$ cat src/rtl/tce_pkg.sv
package tce_pkg;

  // Field widths fixed by the interface
  localparam int DATA_W      = 32;
  localparam int PROD_W      = 64;
  localparam int MAX_ITER_W  = 16;
  localparam int COLOR_W     = 21;
  localparam int CFG_IDX_W   = 2;

  // Register map
  localparam logic [CFG_IDX_W-1:0] REG_C_REAL   = 2'd0;
  localparam logic [CFG_IDX_W-1:0] REG_C_IMAG   = 2'd1;
  localparam logic [CFG_IDX_W-1:0] REG_MAX_ITER = 2'd2;

  // Register reset values
  localparam logic [MAX_ITER_W-1:0] MAX_ITER_RESET = 16'd1000;

  // Escape radius squared (integer part) and color code constants
  localparam int ESCAPE_NORM  = 10;
  localparam int COLOR_SHIFT  = 3;   // count * 8
  localparam int COLOR_LOWER  = 21;

  // Saturation bounds of a Q6.26 word, held at product width
  localparam logic signed [PROD_W-1:0] SAT_HI = 64'sh0000_0000_7FFF_FFFF;
  localparam logic signed [PROD_W-1:0] SAT_LO = 64'shFFFF_FFFF_8000_0000;

  // Controller to datapath commands
  typedef struct packed {
    logic load;     // take a new starting point
    logic mul;      // register the three products
    logic iterate;  // write back the next point, bump the count
    logic emit;     // move the result into the output register
  } tce_cmd_t;

  // Datapath to controller status
  typedef struct packed {
    logic at_limit;  // count equals the iteration limit
    logic escape;    // norm reached the escape threshold
    logic out_free;  // output register can take a beat this cycle
  } tce_status_t;

  // Clamp a wide signed value to the 32-bit signed range
  function automatic logic signed [DATA_W-1:0] sat_data(input logic signed [PROD_W-1:0] v);
    logic signed [DATA_W-1:0] r;
    if (v > SAT_HI) begin
      r = 32'sh7FFF_FFFF;
    end else if (v < SAT_LO) begin
      r = 32'sh8000_0000;
    end else begin
      r = v[DATA_W-1:0];
    end
    return r;
  endfunction

endpackage

$ cat src/rtl/tce_ctrl.sv
module tce_ctrl (
  input  logic                clk,
  input  logic                rst,
  input  logic                in_valid,
  output logic                in_stall,
  input  tce_pkg::tce_status_t status,
  output tce_pkg::tce_cmd_t    cmd
);

  typedef enum logic [3:0] {
    S_IDLE = 4'b0001,
    S_MUL  = 4'b0010,
    S_STEP = 4'b0100,
    S_OUT  = 4'b1000
  } state_t;

  state_t state;
  state_t state_next;

  // State register
  always_ff @(posedge clk) begin
    if (rst) begin
      state <= S_IDLE;
    end else begin
      state <= state_next;
    end
  end

  // Input side is open only between items
  assign in_stall = (state != S_IDLE);

  // Next state and commands
  always_comb begin
    state_next = state;
    cmd        = '0;
    unique case (state)
      S_IDLE: begin
        if (in_valid) begin
          cmd.load   = 1'b1;
          state_next = S_MUL;
        end
      end
      S_MUL: begin
        cmd.mul    = 1'b1;
        state_next = S_STEP;
      end
      S_STEP: begin
        if (status.at_limit || status.escape) begin
          state_next = S_OUT;
        end else begin
          cmd.iterate = 1'b1;
          state_next  = S_MUL;
        end
      end
      S_OUT: begin
        if (status.out_free) begin
          cmd.emit   = 1'b1;
          state_next = S_IDLE;
        end
      end
      default: begin
        state_next = S_IDLE;
      end
    endcase
  end

`ifndef SYNTHESIS
  // An accepted beat always starts a multiply pass
  a_accept_starts: assert property (@(posedge clk) disable iff (rst)
    (in_valid && !in_stall) |=> (state == S_MUL))
    else $error("accepted beat did not start an iteration");

  // Result only moves into a free output register
  a_emit_free: assert property (@(posedge clk) disable iff (rst)
    cmd.emit |-> status.out_free)
    else $error("result emitted into a full output register");

  // Never iterate past an exit condition
  a_no_step_on_exit: assert property (@(posedge clk) disable iff (rst)
    cmd.iterate |-> (!status.at_limit && !status.escape))
    else $error("iteration issued after exit condition");

  a_state_onehot: assert property (@(posedge clk) disable iff (rst)
    $onehot(state))
    else $error("state register not one-hot");
`endif

endmodule

$ cat config.mk
export PLATFORM = sky130hd
export DESIGN_NAME = tce_ctrl
export DESIGN_NICKNAME = d
export VERILOG_FILES = /design/src/rtl/tce_pkg.sv /design/src/rtl/tce_ctrl.sv
export SDC_FILE = /design/constraint.sdc
export NUM_CORES = 1
export LEC_CHECK = 0
export ABC_AREA = 1
export ABC_CLOCK_PERIOD_IN_PS = 1100
export BUFFER_PORTS_ARGS = -buffer_cell sky130_fd_sc_hd__buf_4
export CORE_AREA = 5 5 42 44
export DETAILED_ROUTE_END_ITERATION = 8
export DIE_AREA = 0 0 47 49
export PLACE_DENSITY = 0.41
export REMOVE_ABC_BUFFERS = 1
export SYNTH_ARGS = -nofsm -noshare
export SYNTH_HDL_FRONTEND = slang
export SYNTH_SLANG_ARGS = --single-unit
$ cat constraint.sdc
create_clock -name clk -period 1.1 [get_ports clk]
set_input_delay 0.11 -clock clk [delete_from_list [all_inputs] [get_ports clk]]
set_output_delay 0.11 -clock clk [all_outputs]
set_load 0.03 [all_outputs]
==> flow_metrics.env <==
export IMPL_ys_flop_type="dfxtp_1"
export IMPL_yosysSeqAreaShare_pct=28.6
export IMPL_chipHeight_um=49
export IMPL_p_leak_nw=0.262
export IMPL_die_area_sq_um=2300
export IMPL_cts_sinks=4
export IMPL_ys_types=10
export IMPL_hold_buffers=0
export IMPL_clock_power_share_pct=14.8
export IMPL_rsz0062_at_grt="yes"
export IMPL_cell_internal_pwr_mw=0.665
export IMPL_post_route_min_period_ns=1.14
export IMPL_hold_viol=0
export IMPL_vdd_ir_drop_max_mv=0.810
export IMPL_final_layout_size_suffix_gt1_share_pct=54.7
export IMPL_crit_arrival_ns=1.03
export IMPL_clk_latency_ns=0.23
export IMPL_power_density_nw_per_um2=2530
export IMPL_grt_max_degree=4
export IMPL_critPathRequiredTime_ns=0.99
export IMPL_detail_route_antenna_nets=0
export IMPL_path_max_fanout=3
export IMPL_via_count=310
export IMPL_fin_crit_sh_pct=104
export IMPL_drt_met1_wl_um=291
export IMPL_min_delay_start="rst"
export IMPL_setup_slack_ns=-0.0445
export IMPL_grt_overflow=0
export IMPL_topRoutingLayerUsed="met4"
export IMPL_yosys_top_cells_area="dfxtp_1 29%, inv_1 15%, nor2_1 13%, nor2_2 13%, nand2_1 11%"
export IMPL_track_usage_pct=6.90
export IMPL_grt_pass1_wl_um=1040
export IMPL_ys_top_cells_by_count="11 x inv_1, 10 x nor2_1, 8 x nand2_1"
export IMPL_largest_reg_flops=4
export IMPL_cts_clk_slew_worst_paths_ns=0.03
export IMPL_drv_cap=0
export IMPL_final_nets=72
export IMPL_hp_class="input pin to flip-flop"
export IMPL_wl_met3_um=59
export IMPL_synth_top_area_share_pct=28.6
export IMPL_antenna_found_initial=0
export IMPL_placed_area_sq_um=368
export IMPL_cts_tree="built"
export IMPL_swShare_pct=44.3
export IMPL_rows=14
export IMPL_critical_path_endpoint="cmd[3]"
export IMPL_initial_core_util_pct=20.0
export IMPL_p_comb_share_pct=60.0
export IMPL_h_tree_depth=1
export IMPL_gp_congestion=0.670
export IMPL_postSynthAreaPerCell_sq_um=5.96
export IMPL_synth_async_reset_ratio_pct=0
export IMPL_viasPerCell=3.88
export IMPL_clock_tree_buffer_depth=2
export IMPL_synth_top_area_cell="dfxtp_1"
export IMPL_synth_area_sq_um=280
export IMPL_synth_edf_count=0
export IMPL_finalMaxSlewViolations=0
export IMPL_endpoint_kind="output port"
export IMPL_firstDrtPassIters=3
export IMPL_drc=0
export IMPL_violations="negative setup slack"
export IMPL_status="finished, violations left"
export IMPL_netlist_instances=47
export IMPL_post_drt_wl_per_cell_um=7.83
export IMPL_post_route_cell_area_sq_um=470
export IMPL_worst_clock_skew_ns=0.00167
export IMPL_crit_type="flip-flop to output port"
export IMPL_portBuffers=10
export IMPL_timing_rr_start="state[0]"
export IMPL_core_region_area_sq_um=1400
export IMPL_drt_iter0_markers=5
export IMPL_wl_met2_um=235
export IMPL_dp_hpwl_um=480
export IMPL_synth_most_common_cell="inv_1"
export IMPL_relSlewSlack_pct=88.5
export IMPL_reg2reg_to="state[0]"
export IMPL_ff2ff_path_depth=7
export IMPL_yosys_register_bits=4
export IMPL_top_regs="state: 4 flops"
export IMPL_io_pins=11
export IMPL_post_place_ws_ns=0.116
export IMPL_routed_wl_um=626
export IMPL_worst_setup_path_start_kind="flip-flop"
export IMPL_area_growth_pct=67.9
export IMPL_clockRootBuffer="clkbuf_4"
export IMPL_switchingPower_mw=0.528
export IMPL_seq_power_share_pct=25.2
export IMPL_die_w_um=47
export IMPL_cp_startpoint="state[0]"
export IMPL_insertedDiodeCount=0
export IMPL_yosysWarnings=0
export IMPL_reg2reg_slack_ns=0.07
export IMPL_max_freq_mhz=874
export IMPL_grt_pass1_vias=266
export IMPL_max_flop_register="state"
export IMPL_cts_buffers=3
export IMPL_finalSetupViolations=4
export IMPL_worstMarginPinSlew_ns=0.171
[critical path, stage by stage (launching register included)]
cell and delay [ns]:
dfxtp_4 0.36, inv_4 0.04, nor2_4 0.09, nand2_2 0.07, nor2_1 0.08, buf_4 0.16
[worst min-delay path by stage]
stage,end,slack [ns],depth (start not counted)
2_1_floorplan,state[2],0.18,1
3_3_place_gp,state[2],0.28,2
3_5_place_dp,state[2],0.28,2
4_1_cts,state[2],0.03,2
5_1_grt,state[2],0.02,2
6_report,state[2],0.03,2
[layout by cell type, fill, tap and decap left out]
master    netlist  layout
buf_4           1      13
nor2_2          6       4
inv_1          11      10
dfxtp_4         0       4
nor2_1         10       9
nand3_1         2       2
inv_2           1       1
nand2_1         8       8
buf_6           0       2
nand2_2         2       2
clkbuf_4        0       3
inv_4           0       1
nand3_2         2       2
nor2_4          0       3
[per-layer routing]
| layer | global-route usage, % | up-vias |
|---|---|---|
| li1 | - | 168 |
| met1 | 7.89 | 125 |
| met2 | 7.92 | 12 |
| met3 | 3.32 | 5 |
| met4 | 8.29 | 0 |
| met5 | 0 | - |
[stage by stage]
step / hold slack, ns / power (mW) / utilization, % / setup TNS (ns) / std cells
global route: 0.0199 / 1.30 / 33.6 / -0.423 / 80
floorplan: 0.182 / 0.664 / - / -0.123 / 46
global placement: 0.281 / 0.823 / 26.3 / 0 / 72
finish: 0.0293 / 1.19 / 33.6 / -0.113 / 80
detailed placement: 0.284 / 0.816 / 26.3 / 0 / 72
CTS: 0.0256 / 1.18 / 32.5 / -0.194 / 79
[power by group through the flow]
stage	clock, mW	sequential, mW	combinational, mW
2_1_floorplan	0	0.238	0.425
3_3_place_gp	0	0.245	0.579
3_5_place_dp	0	0.245	0.571
4_1_cts	0.187	0.288	0.700
5_1_grt	0.196	0.310	0.796
6_report	0.177	0.301	0.715
[what timing repair did]
action | in CTS | in global routing
buffers inserted | 4 | 1
pin swaps | 1 | 1
resized for setup | 13 | 3
endpoints found under the setup margin | 5 | 6
[final cells by class]
class / count / area, sq um
Fill cell: 165 / 931
Sequential cell: 4 / 95.1
Clock buffer: 3 / 22.5
Multi-Input combinational cell: 30 / 165
Tap cell: 16 / 20.0
Inverter: 12 / 47.5
Timing Repair Buffer: 15 / 120
[kinds of logic after synthesis]
family	Yosys count	share of synthesized area, %
DFF	4	28.6
buffers and inverters	13	18.7
and+or+nand+nor	30	52.7
Note: power is estimated with default switching activity, not from simulation.
